`src/rtl/dlst_pkg.sv`:
```
// ----------------------------------------------------------------------------
// dlst_pkg
// Shared types and constants for the delta-list sleep timer queue.
// ----------------------------------------------------------------------------
package dlst_pkg;

  localparam int DEPTH_DEF = 16;
  localparam int MAX_WAKE  = 16;
  localparam int ID_W      = 8;
  localparam int DLT_W     = 16;
  localparam int CMD_W     = 2;
  localparam int STS_W     = 3;

  typedef enum logic [CMD_W-1:0] {
    CMD_ADD    = 2'd0,
    CMD_REMOVE = 2'd1,
    CMD_TICK   = 2'd2
  } cmd_t;

  typedef enum logic [STS_W-1:0] {
    STS_ADDED    = 3'd0,
    STS_IGNORED  = 3'd1,
    STS_FULL     = 3'd2,
    STS_REMOVED  = 3'd3,
    STS_NOTFOUND = 3'd4,
    STS_NONE     = 3'd5,
    STS_WOKEN    = 3'd6
  } status_t;

  typedef enum logic [2:0] {
    ST_IDLE,
    ST_ADD,
    ST_REM,
    ST_DEC,
    ST_WAKE
  } state_t;

  typedef enum logic [2:0] {
    CELL_HOLD,
    CELL_LOAD,
    CELL_SET_DELTA,
    CELL_FROM_PREV,
    CELL_FROM_PREV_SUB,
    CELL_FROM_NEXT,
    CELL_FROM_NEXT_ADD
  } cell_op_t;

  typedef struct packed {
    logic [ID_W-1:0]  id;
    logic [DLT_W-1:0] delta;
  } entry_t;

endpackage

```
`src/rtl/dlst_cell.sv`:
```
// ----------------------------------------------------------------------------
// dlst_cell
// One queue slot: holds an id and its relative delay, loads from either
// neighbor or from the broadcast entry.
// ----------------------------------------------------------------------------
module dlst_cell
  import dlst_pkg::*;
(
  input  logic     clk,
  input  cell_op_t op,
  input  entry_t   prev_ent,
  input  entry_t   next_ent,
  input  entry_t   ld_ent,
  output entry_t   ent
);

  entry_t ent_r;
  entry_t ent_nxt;

  always_comb begin
    ent_nxt = ent_r;
    case (op)
      CELL_HOLD:          ent_nxt = ent_r;
      CELL_LOAD:          ent_nxt = ld_ent;
      CELL_SET_DELTA:     ent_nxt.delta = ld_ent.delta;
      CELL_FROM_PREV:     ent_nxt = prev_ent;
      CELL_FROM_PREV_SUB: begin
        ent_nxt.id    = prev_ent.id;
        ent_nxt.delta = prev_ent.delta - ld_ent.delta;
      end
      CELL_FROM_NEXT:     ent_nxt = next_ent;
      CELL_FROM_NEXT_ADD: begin
        ent_nxt.id    = next_ent.id;
        ent_nxt.delta = next_ent.delta + ent_r.delta;
      end
      default:            ent_nxt = ent_r;
    endcase
  end

  always_ff @(posedge clk) begin
    ent_r <= ent_nxt;
  end

  assign ent = ent_r;

endmodule

```
`src/rtl/delta_list_sleep_timer_queue_unit.sv`:
```
// Add and remove walk the cell chain one cell per cycle; the result is
// registered once the walk reaches its deciding step. A tick first
// decrements the head delta (saturating at zero), then pops each woken id
// with one result each, up to MAX_WAKE ids, or one none result if none wake.
// Ignored adds, full queue, empty tick and bad commands answer from idle.
// Reset clears the fill count and control; cell contents are undefined.
// ----------------------------------------------------------------------------
// delta_list_sleep_timer_queue_unit
// Sorted delta-list sleep queue built as a row of shifting cells with a
// sequencing controller.
// ----------------------------------------------------------------------------
module delta_list_sleep_timer_queue_unit
  import dlst_pkg::*;
#(
  parameter int DEPTH = DEPTH_DEF
) (
  input  logic             clk,
  input  logic             rst_n,
  input  logic             start,
  output logic             busy,
  input  logic [CMD_W-1:0] in_cmd,
  input  logic [ID_W-1:0]  in_proc_id,
  input  logic [DLT_W-1:0] in_sleep_time,
  output logic             out_valid,
  output logic [STS_W-1:0] out_status,
  output logic [ID_W-1:0]  out_woken_id,
  output logic             out_last
);

  localparam int CW = $clog2(DEPTH + 1);
  localparam int AW = $clog2(DEPTH);
  localparam int WW = $clog2(MAX_WAKE + 1);

  state_t            state_r, state_nxt;
  logic [CW-1:0]     count_r, count_nxt;
  logic [CW-1:0]     p_r, p_nxt;
  logic [DLT_W-1:0]  t_r, t_nxt;
  logic [ID_W-1:0]   id_r, id_nxt;
  logic [WW-1:0]     woke_r, woke_nxt;
  logic              ov_r, ov_nxt;
  status_t           os_r, os_nxt;
  logic [ID_W-1:0]   oid_r, oid_nxt;
  logic              ol_r, ol_nxt;

  cell_op_t cell_op [DEPTH];
  entry_t   cell_ent [DEPTH];
  entry_t   ld_ent;
  entry_t   pe;
  logic [CW-1:0] p_inc;
  logic          wake_more;

  genvar g;
  generate
    for (g = 0; g < DEPTH; g++) begin : g_cell
      entry_t prev_e, next_e;
      if (g == 0) begin : g_first
        assign prev_e = '0;
      end else begin : g_mid
        assign prev_e = cell_ent[g-1];
      end
      if (g == DEPTH - 1) begin : g_tail
        assign next_e = '0;
      end else begin : g_body
        assign next_e = cell_ent[g+1];
      end
      dlst_cell u_cell (
        .clk      (clk),
        .op       (cell_op[g]),
        .prev_ent (prev_e),
        .next_ent (next_e),
        .ld_ent   (ld_ent),
        .ent      (cell_ent[g])
      );
    end
  endgenerate

  assign pe    = cell_ent[p_r[AW-1:0]];
  assign p_inc = p_r + 1'b1;
  assign wake_more = (count_r > CW'(1)) && (woke_r < WW'(MAX_WAKE - 1)) &&
                     (cell_ent[1].delta == '0);

  always_comb begin
    state_nxt = state_r;
    count_nxt = count_r;
    p_nxt     = p_r;
    t_nxt     = t_r;
    id_nxt    = id_r;
    woke_nxt  = woke_r;
    ov_nxt    = 1'b0;
    os_nxt    = STS_ADDED;
    oid_nxt   = '0;
    ol_nxt    = 1'b0;
    ld_ent.id    = id_r;
    ld_ent.delta = t_r;
    for (int k = 0; k < DEPTH; k++) begin
      cell_op[k] = CELL_HOLD;
    end
    case (state_r)
      ST_IDLE: begin
        if (start) begin
          id_nxt   = in_proc_id;
          t_nxt    = in_sleep_time;
          p_nxt    = '0;
          woke_nxt = '0;
          case (in_cmd)
            CMD_ADD: begin
              if (in_sleep_time == '0) begin
                ov_nxt = 1'b1; ol_nxt = 1'b1; os_nxt = STS_IGNORED;
              end else if (count_r == CW'(DEPTH)) begin
                ov_nxt = 1'b1; ol_nxt = 1'b1; os_nxt = STS_FULL;
              end else begin
                state_nxt = ST_ADD;
              end
            end
            CMD_REMOVE: state_nxt = ST_REM;
            CMD_TICK: begin
              if (count_r == '0) begin
                ov_nxt = 1'b1; ol_nxt = 1'b1; os_nxt = STS_NONE;
              end else begin
                state_nxt = ST_DEC;
              end
            end
            default: begin
              ov_nxt = 1'b1; ol_nxt = 1'b1; os_nxt = STS_IGNORED;
            end
          endcase
        end
      end
      ST_ADD: begin
        if ((p_r < count_r) && (pe.delta <= t_r)) begin
          t_nxt = t_r - pe.delta;
          p_nxt = p_inc;
        end else begin
          for (int k = 0; k < DEPTH; k++) begin
            if (CW'(k) == p_r) cell_op[k] = CELL_LOAD;
            else if (CW'(k) == p_inc) cell_op[k] = CELL_FROM_PREV_SUB;
            else if (CW'(k) > p_r) cell_op[k] = CELL_FROM_PREV;
          end
          count_nxt = count_r + 1'b1;
          ov_nxt = 1'b1; ol_nxt = 1'b1; os_nxt = STS_ADDED;
          state_nxt = ST_IDLE;
        end
      end
      ST_REM: begin
        if (p_r >= count_r) begin
          ov_nxt = 1'b1; ol_nxt = 1'b1; os_nxt = STS_NOTFOUND;
          state_nxt = ST_IDLE;
        end else if (pe.id == id_r) begin
          for (int k = 0; k < DEPTH; k++) begin
            if (CW'(k) == p_r) cell_op[k] = CELL_FROM_NEXT_ADD;
            else if (CW'(k) > p_r) cell_op[k] = CELL_FROM_NEXT;
          end
          count_nxt = count_r - 1'b1;
          ov_nxt = 1'b1; ol_nxt = 1'b1; os_nxt = STS_REMOVED;
          state_nxt = ST_IDLE;
        end else begin
          p_nxt = p_inc;
        end
      end
      ST_DEC: begin
        cell_op[0]   = CELL_SET_DELTA;
        ld_ent.delta = (cell_ent[0].delta == '0) ? '0 : cell_ent[0].delta - 1'b1;
        state_nxt    = ST_WAKE;
      end
      ST_WAKE: begin
        if ((count_r != '0) && (woke_r < WW'(MAX_WAKE)) && (cell_ent[0].delta == '0)) begin
          for (int k = 0; k < DEPTH; k++) begin
            cell_op[k] = CELL_FROM_NEXT;
          end
          count_nxt = count_r - 1'b1;
          woke_nxt  = woke_r + 1'b1;
          ov_nxt    = 1'b1;
          os_nxt    = STS_WOKEN;
          oid_nxt   = cell_ent[0].id;
          ol_nxt    = !wake_more;
          if (!wake_more) state_nxt = ST_IDLE;
        end else begin
          ov_nxt = 1'b1; ol_nxt = 1'b1; os_nxt = STS_NONE;
          state_nxt = ST_IDLE;
        end
      end
      default: state_nxt = ST_IDLE;
    endcase
  end

  always_ff @(posedge clk) begin
    if (!rst_n) begin
      state_r <= ST_IDLE;
      count_r <= '0;
      ov_r    <= 1'b0;
    end else begin
      state_r <= state_nxt;
      count_r <= count_nxt;
      ov_r    <= ov_nxt;
    end
  end

  always_ff @(posedge clk) begin
    p_r    <= p_nxt;
    t_r    <= t_nxt;
    id_r   <= id_nxt;
    woke_r <= woke_nxt;
    os_r   <= os_nxt;
    oid_r  <= oid_nxt;
    ol_r   <= ol_nxt;
  end

  assign busy         = (state_r != ST_IDLE);
  assign out_valid    = ov_r;
  assign out_status   = os_r;
  assign out_woken_id = oid_r;
  assign out_last     = ol_r;

endmodule
```
`config.mk`:
```
export PLATFORM = sky130hd
export DESIGN_NAME = delta_list_sleep_timer_queue_unit
export DESIGN_NICKNAME = d
export VERILOG_FILES = /design/src/rtl/dlst_pkg.sv /design/src/rtl/dlst_cell.sv /design/src/rtl/delta_list_sleep_timer_queue_unit.sv
export SDC_FILE = /design/constraint.sdc
export NUM_CORES = 2
export LEC_CHECK = 0
export BUFFER_PORTS_ARGS = -buffer_cell sky130_fd_sc_hd__buf_2
export CORE_MARGIN = 2
export CORE_UTILIZATION = 40
export DETAILED_ROUTE_END_ITERATION = 10
export PLACE_DENSITY = 0.55
export SETUP_SLACK_MARGIN = 0.02
export SLEW_MARGIN = 20
export SYNTH_ARGS = -nofsm -noshare
export SYNTH_HDL_FRONTEND = slang
export SYNTH_SLANG_ARGS = --single-unit
export TNS_END_PERCENT = 50
```
`constraint.sdc`:
```
create_clock -name clk -period 10 [get_ports clk]
set_input_delay 3 -clock clk [delete_from_list [all_inputs] [get_ports clk]]
set_output_delay 3 -clock clk [all_outputs]
set_load 0.03 [all_outputs]
```
# Yosys cells after proc, flatten, opt, wreduce, memory -nomap -nowiden
# Index checks and enable logic that the tools add are counted.
dict set report totals {
  reg_bits 439
  mem_count 0
  mem_bits_ro 0
  out_inout_bits 14
  latchBits 0
  ram_bits 0
  in_bits 29
  wordCells 526
}
dict set report classes {
  addsub 37
  div_mod_pow 0
  mux 169
  n_lt_le_gt_ge 23
  n_shift 0
  multipliers 0
  bitwise_logic 1
  reduce_logical 107
  n_eq_ne 147
}
# op n
set op_table {}
lappend op_table {{$pmux 16 s5} 15}
lappend op_table {{$pmux 8 s3} 16}
lappend op_table {{$sub 16x16->16} 16}
lappend op_table {{$add 16x16->16} 15}
lappend op_table {{$mux 3} 76}
lappend op_table {{$mux 48} 4}
lappend op_table {{$eq 3x3->1 const B} 49}
lappend op_table {{$pmux 45 s3} 1}
lappend op_table {{$eq 3x2->1 const B} 34}
lappend op_table {{$bmux 24 s4} 1}
lappend op_table {{$reduce_or 2->1} 48}
lappend op_table {{$eq 4x5->1 const A} 16}
lappend op_table {{$reduce_bool 5->1} 16}
lappend op_table {{$mux 16} 4}
lappend op_table {{$pmux 16 s4} 1}
lappend op_table {{$reduce_bool 3->1} 19}
lappend op_table {{$eq 3x1->1 const B} 17}
lappend op_table {{$logic_not 16->1} 3}
lappend op_table {{$mux 24} 2}
lappend op_table {{$mux 5} 9}
lappend op_table {{$eq 3x5->1 const A} 8}
lappend op_table {{$gt 4x5->1 const A} 8}
lappend op_table {{$mux 2} 20}
lappend op_table {{$pmux 16 s2} 1}
lappend op_table {{43 further kinds} 85}

# Logic depth before layout (Yosys ltp)
dict set report depth {
  word_depth 11
  ltp_mapped 24
  mapped_depth_nobuf 20
}

# Cells and area by module
# A second synthesis with hierarchy kept.
dict set report unflattened {
  hier_cells 7589
  hier_area_um2 62623.8
}
# module cells_each area_per_inst_um2 seq_area_each_um2 n_inst
set by_module_without_submodules {}
lappend by_module_without_submodules {{dlst_cell at g_cell[14].u_cell ...} 424 3430.8 720.7 7}
lappend by_module_without_submodules {{dlst_cell at g_cell[0].u_cell ...} 426 3407.0 720.7 4}
lappend by_module_without_submodules {delta_list_sleep_timer_queue_unit 872 8222.9 1441.4 1}
lappend by_module_without_submodules {{dlst_cell at g_cell[6].u_cell ...} 408 3424.5 720.7 2}
lappend by_module_without_submodules {{dlst_cell at g_cell[8].u_cell} 426 3387.0 720.7 1}
lappend by_module_without_submodules {{dlst_cell at g_cell[13].u_cell} 420 3342.0 720.7 1}
lappend by_module_without_submodules {{dlst_cell at g_cell[9].u_cell} 383 3179.3 720.7 1}

# Least setup slack after synthesis
# Ideal clock, no wire load.
dict set report synth_path {
  path_kind {flip-flop to flip-flop}
  from {register p_r[1]}
  to {register p_r[0] (enable)}
  stages_incl_launch_ff 22
  t_arrival_ns 6.960
  t_required_ns 9.602
  path_slack_ns 2.643
  cell_sequence {edfxtp_1 > buf_2 > buf_4 > buf_2 > clkbuf_1 > buf_1 > buf_1 > mux4_2 > mux4_2 > ha_1 > fa_1 > nand2b_1 > a21oi_1 > o21ai_0 > nand3_1 > a21o_1 > clkbuf_1 > clkbuf_1 > buf_1 > clkbuf_1 > o21ai_0 > a2111oi_0}
}
dict set report synth_via {
  elab_chain_cells 8
  elab_cells_between_ends 13
  cone_classes {order compare: 3; eq/ne: 4; mux: 3; bitwise: 1; reduce/logical: 2}
}
# item line
set synth_rtl {}
lappend synth_rtl {{start, declared} delta_list_sleep_timer_queue_unit.sv:36} ;# logic [CW-1:0] p_r, p_nxt;
lappend synth_rtl {{start signal, assigned} delta_list_sleep_timer_queue_unit.sv:199} ;# p_r <= p_nxt;
lappend synth_rtl {{$not 4->5 (not written as such)} delta_list_sleep_timer_queue_unit.sv:77} ;# assign pe = cell_ent[p_r[AW-1:0]];
lappend synth_rtl {{$bmux 24 s4} delta_list_sleep_timer_queue_unit.sv:77}
lappend synth_rtl {{$mux 24 (not written as such) (2 in series)} delta_list_sleep_timer_queue_unit.sv:77}
lappend synth_rtl {{$le 16x16->1} delta_list_sleep_timer_queue_unit.sv:130} ;# if ((p_r < count_r) && (pe.delta <= t_r)) begin
lappend synth_rtl {{$logic_and 1x1->1} delta_list_sleep_timer_queue_unit.sv:130}
lappend synth_rtl {{$ne 2x2->1 (no source line)} --}
lappend synth_rtl {{$reduce_and 5->1 (no source line) (*)} --}
# Mark *: on every way between the ends. The rest lies on a longest branch, timed or not. The select of a mux whose other input is x is not followed.
# A chain may end at the register's enable or synchronous reset.

==> results.cfg <==
[detailed_routing]
route.antenna.remaining_nets = 0
vias = 48750
wl_per_cell_um = 32.23
wl_mm = 231.8
drt_iter0_drc = 7071
dr.pass1.iters = 10
drc = 0
via_per_inst = 6.780

[clock_network]
cts_tree = built
cts.path.max_buffers = 3
cts_root_buf = clkbuf_16
cts_setup_buffers = 0
cts_made_buffers = 59
clk_latency_ns = 0.70
clkSinkCount = 439
cts.htree.levels = 2
postCtsHoldBufs = 0
cts.repair.resized = 0
cts.reportedPaths.clkPinSlew_ns = 0.07

[yosys]
async_flop_share = 0
ys.flop_type = edfxtp_1
seq_area_frac_synth = 0.2673
avgSynthCellArea_um2 = 8.799
synth_area_um2 = 48530
ys_warn_count = 0
syn-num-nets = 6061
synth_seq_cells = 439
synthCells = 5515
synth_cell_types = 97
synth_edf_count = 418

[setup_path]
reg2reg_from = p_r[1]
cp_max_fo = 124
critPathSlowestCell = nor3b_2
endpoint_kind = flip-flop
r2r_slack_ns = 3.29
crit_chain = buf_12, mux4_2, mux4_2, inv_1, ha_1, a21oi_1, nand2_1, o21ai_0, nand3_1, a21o_2, buf_4, nor3b_2, or2_2, or2_1, mux2_2, o21ai_0
critPathArrivalTime_ns = 7.24
start_kind = flip-flop
ff2ff_path_depth = 16
path_class = reg -> reg
slowest_delay_ns = 0.79
r2r-end = g_cell[2].u_cell.ent[15]
crit_family = simple AND/OR/NAND/NOR gates
crit_required_ns = 10.53
path_buf_inv = 3

[power_and_ir_drop]
vdd_drop_max_uv = 221.8
leakage_nw = 20.31
pwr_density_cell_nw_per_um2 = 302.6
power_mw = 16.05

[sta]
finalCritPeriodShare = 0.6713
grt_setup_unrepaired = no
worstMarginPinSlew_ns = 1.247
setup_viol = 0
max_freq_ghz = 0.1490
max_slew_margin = 0.1686
slew_viol_final = 0
whs_ns = 0.5757
finalSetupTns_ns = 0
hold_violations = 0
fin_worst_skew_ns = 0.02446
period_minus_slack_ns = 6.713

[final_layout]
finalNetCount = 6052
final_util = 0.4415
drive_gt1_frac = 0.09610
nFillCells = 11920
stdcell_area_um2 = 53030
synthToLayoutAreaGrowth_pct = 9.293

[placed_design]
gp_congestion = 1.033
portBuffers = 42
place_area_um2 = 50910
hpwl_mm = 174.7

[worst_hold_path]
hold_end = out_woken_id[4]
hold_class = reg -> reg
min_delay_path_depth = 1
hp-start = g_cell[0].u_cell.ent[20]

[global_route]
grt_max_degree = 125
grt_pass1_wl_mm = 324.0
grt.overflow.total = 0
grt_pass1_vias = 44570
grt_util_all_layers = 0.3579
antenna_found_initial = 20

[floorplan]
fp.dieH_um = 352.3
die_area_um2 = 124100
die_x_um = 352.3
ios = 43
core_um2 = 120100
initial_core_util = 0.4039
core.rowCount = 127

[run_status]
run_status = complete, no violations

[job]
timing.max_cap.violations = 0
## power breakdown
group | leakage (nW) | internal (mW) | switching, mW | total, mW
Combinational | 15.3 | 3.92 | 6.28 | 10.2
Sequential | 3.99 | 2.66 | 0.863 | 3.52
Clock | 0.995 | 1.35 | 0.985 | 2.34
Total | 20.3 | 7.92 | 8.12 | 16.0
## cells by family after synthesis
kind of cell	Yosys count	share of synthesized area
buffers and inverters	398	0.03380
adders and majority gates	517	0.1381
AOI/OAI and AO/OA	1826	0.2587
xor gates and xnor gates	435	0.07851
and+or+nand+nor	1743	0.1648
DFF	439	0.2673
muxes	157	0.05876
## worst reg2reg max path, delay by kind of cell, from the launching register on
family | cells | cell delay [ns]
adders and majority gates | 1 | 0.26
and+or+nand+nor | 5 | 2.37
buffers and inverters | 3 | 0.94
muxes | 3 | 1.59
AOI/OAI and AO/OA | 4 | 1.01
DFF | 1 | 0.37
## Yosys cell counts, types with 43 or more instances
cell type | number | share of area
a21o_1 | 122 | 0.019
xor2_1 | 177 | 0.032
inv_1 | 148 | 0.011
nand2_1 | 639 | 0.049
nor2b_1 | 50 | 0.0064
nand2b_1 | 51 | 0.0066
o21bai_1 | 48 | 0.0074
and3_1 | 55 | 0.0071
clkbuf_1 | 158 | 0.012
a22oi_1 | 200 | 0.031
a21oi_1 | 417 | 0.043
mux2i_1 | 43 | 0.0089
or3_1 | 54 | 0.0070
nor2_1 | 453 | 0.035
ha_1 | 486 | 0.13
a31oi_1 | 118 | 0.015
nor3_1 | 144 | 0.015
a222oi_1 | 77 | 0.016
a2111oi_0 | 52 | 0.0094
o21ai_0 | 297 | 0.031
edfxtp_1 | 418 | 0.26
a211oi_1 | 55 | 0.0085
buf_2 | 48 | 0.0050
a221oi_1 | 58 | 0.010
mux4_2 | 101 | 0.047
nand3_1 | 108 | 0.011
xnor2_1 | 258 | 0.047
## worst max-delay path by stage
stage / startpoint / end / slack [ns] / depth (start not counted)
after global routing: p_r[1] / g_cell[2].u_cell.ent[15] / 2.95 / 16
final: p_r[1] / g_cell[2].u_cell.ent[15] / 3.29 / 16
after floorplan: p_r[1] / p_r[0] / 2.64 / 21
after global placement: p_r[1] / g_cell[2].u_cell.ent[15] / 3.53 / 16
after detailed placement: p_r[1] / g_cell[2].u_cell.ent[15] / 3.41 / 16
after CTS: p_r[1] / g_cell[2].u_cell.ent[15] / 3.38 / 16
## final cells by class
class	instances	area, µm²	area share
inverters	152	570.5	0.01076
flip-flops and latches	439	12970	0.2446
diodes	22	55.05	0.001038
clock inverters	41	465.4	0.008776
repair buffers	176	1229	0.02317
multi-input cells	4678	34150	0.6440
clock buffers	71	1573	0.02966
well taps	1612	2017	0.03803
## registers in the layout, summed over array words and instances, names as in the netlist
register,count
state_r,3
t_r,16
out_status,3
p_r,5
count_r,5
out_woken_id,8
id_r,8
woke_r,5
out_valid,1
out_last,1
g_cell.u_cell.ent,384
## cells in the final DEF, fill, tap and decap left out, types with 54 or more instances in the layout
cell	netlist	final
nand2_1	639	639
ha_1	486	486
nor2_1	453	445
edfxtp_1	418	418
a21oi_1	417	415
o21ai_0	297	287
xnor2_1	258	258
a22oi_1	200	200
xor2_1	177	177
inv_1	148	142
nor3_1	144	138
buf_4	13	133
a21o_1	122	121
a31oi_1	118	117
nand3_1	108	108
mux4_2	101	101
a222oi_1	77	77
clkbuf_16	0	60
a221oi_1	58	58
and3_1	55	55
or3_1	54	54
## metal layers
metal | vias to the layer above | wire length (µm) | track usage
met5 | - | 80 | 0.002692
met1 | 23620 | 91610 | 0.4688
met3 | 738 | 27470 | 0.1002
met2 | 3066 | 96150 | 0.5234
met4 | 10 | 16470 | 0.2124
li1 | 21320 | - | -
## through the flow
stage / std cells / setup slack, ns
final: 7191 / 3.287
after global routing: 7171 / 2.953
after CTS: 7169 / 3.379
after detailed placement: 7057 / 3.410
after global placement: 7057 / 3.532
after floorplan: 5515 / 2.643
Note: power is estimated with default switching activity, not from simulation.
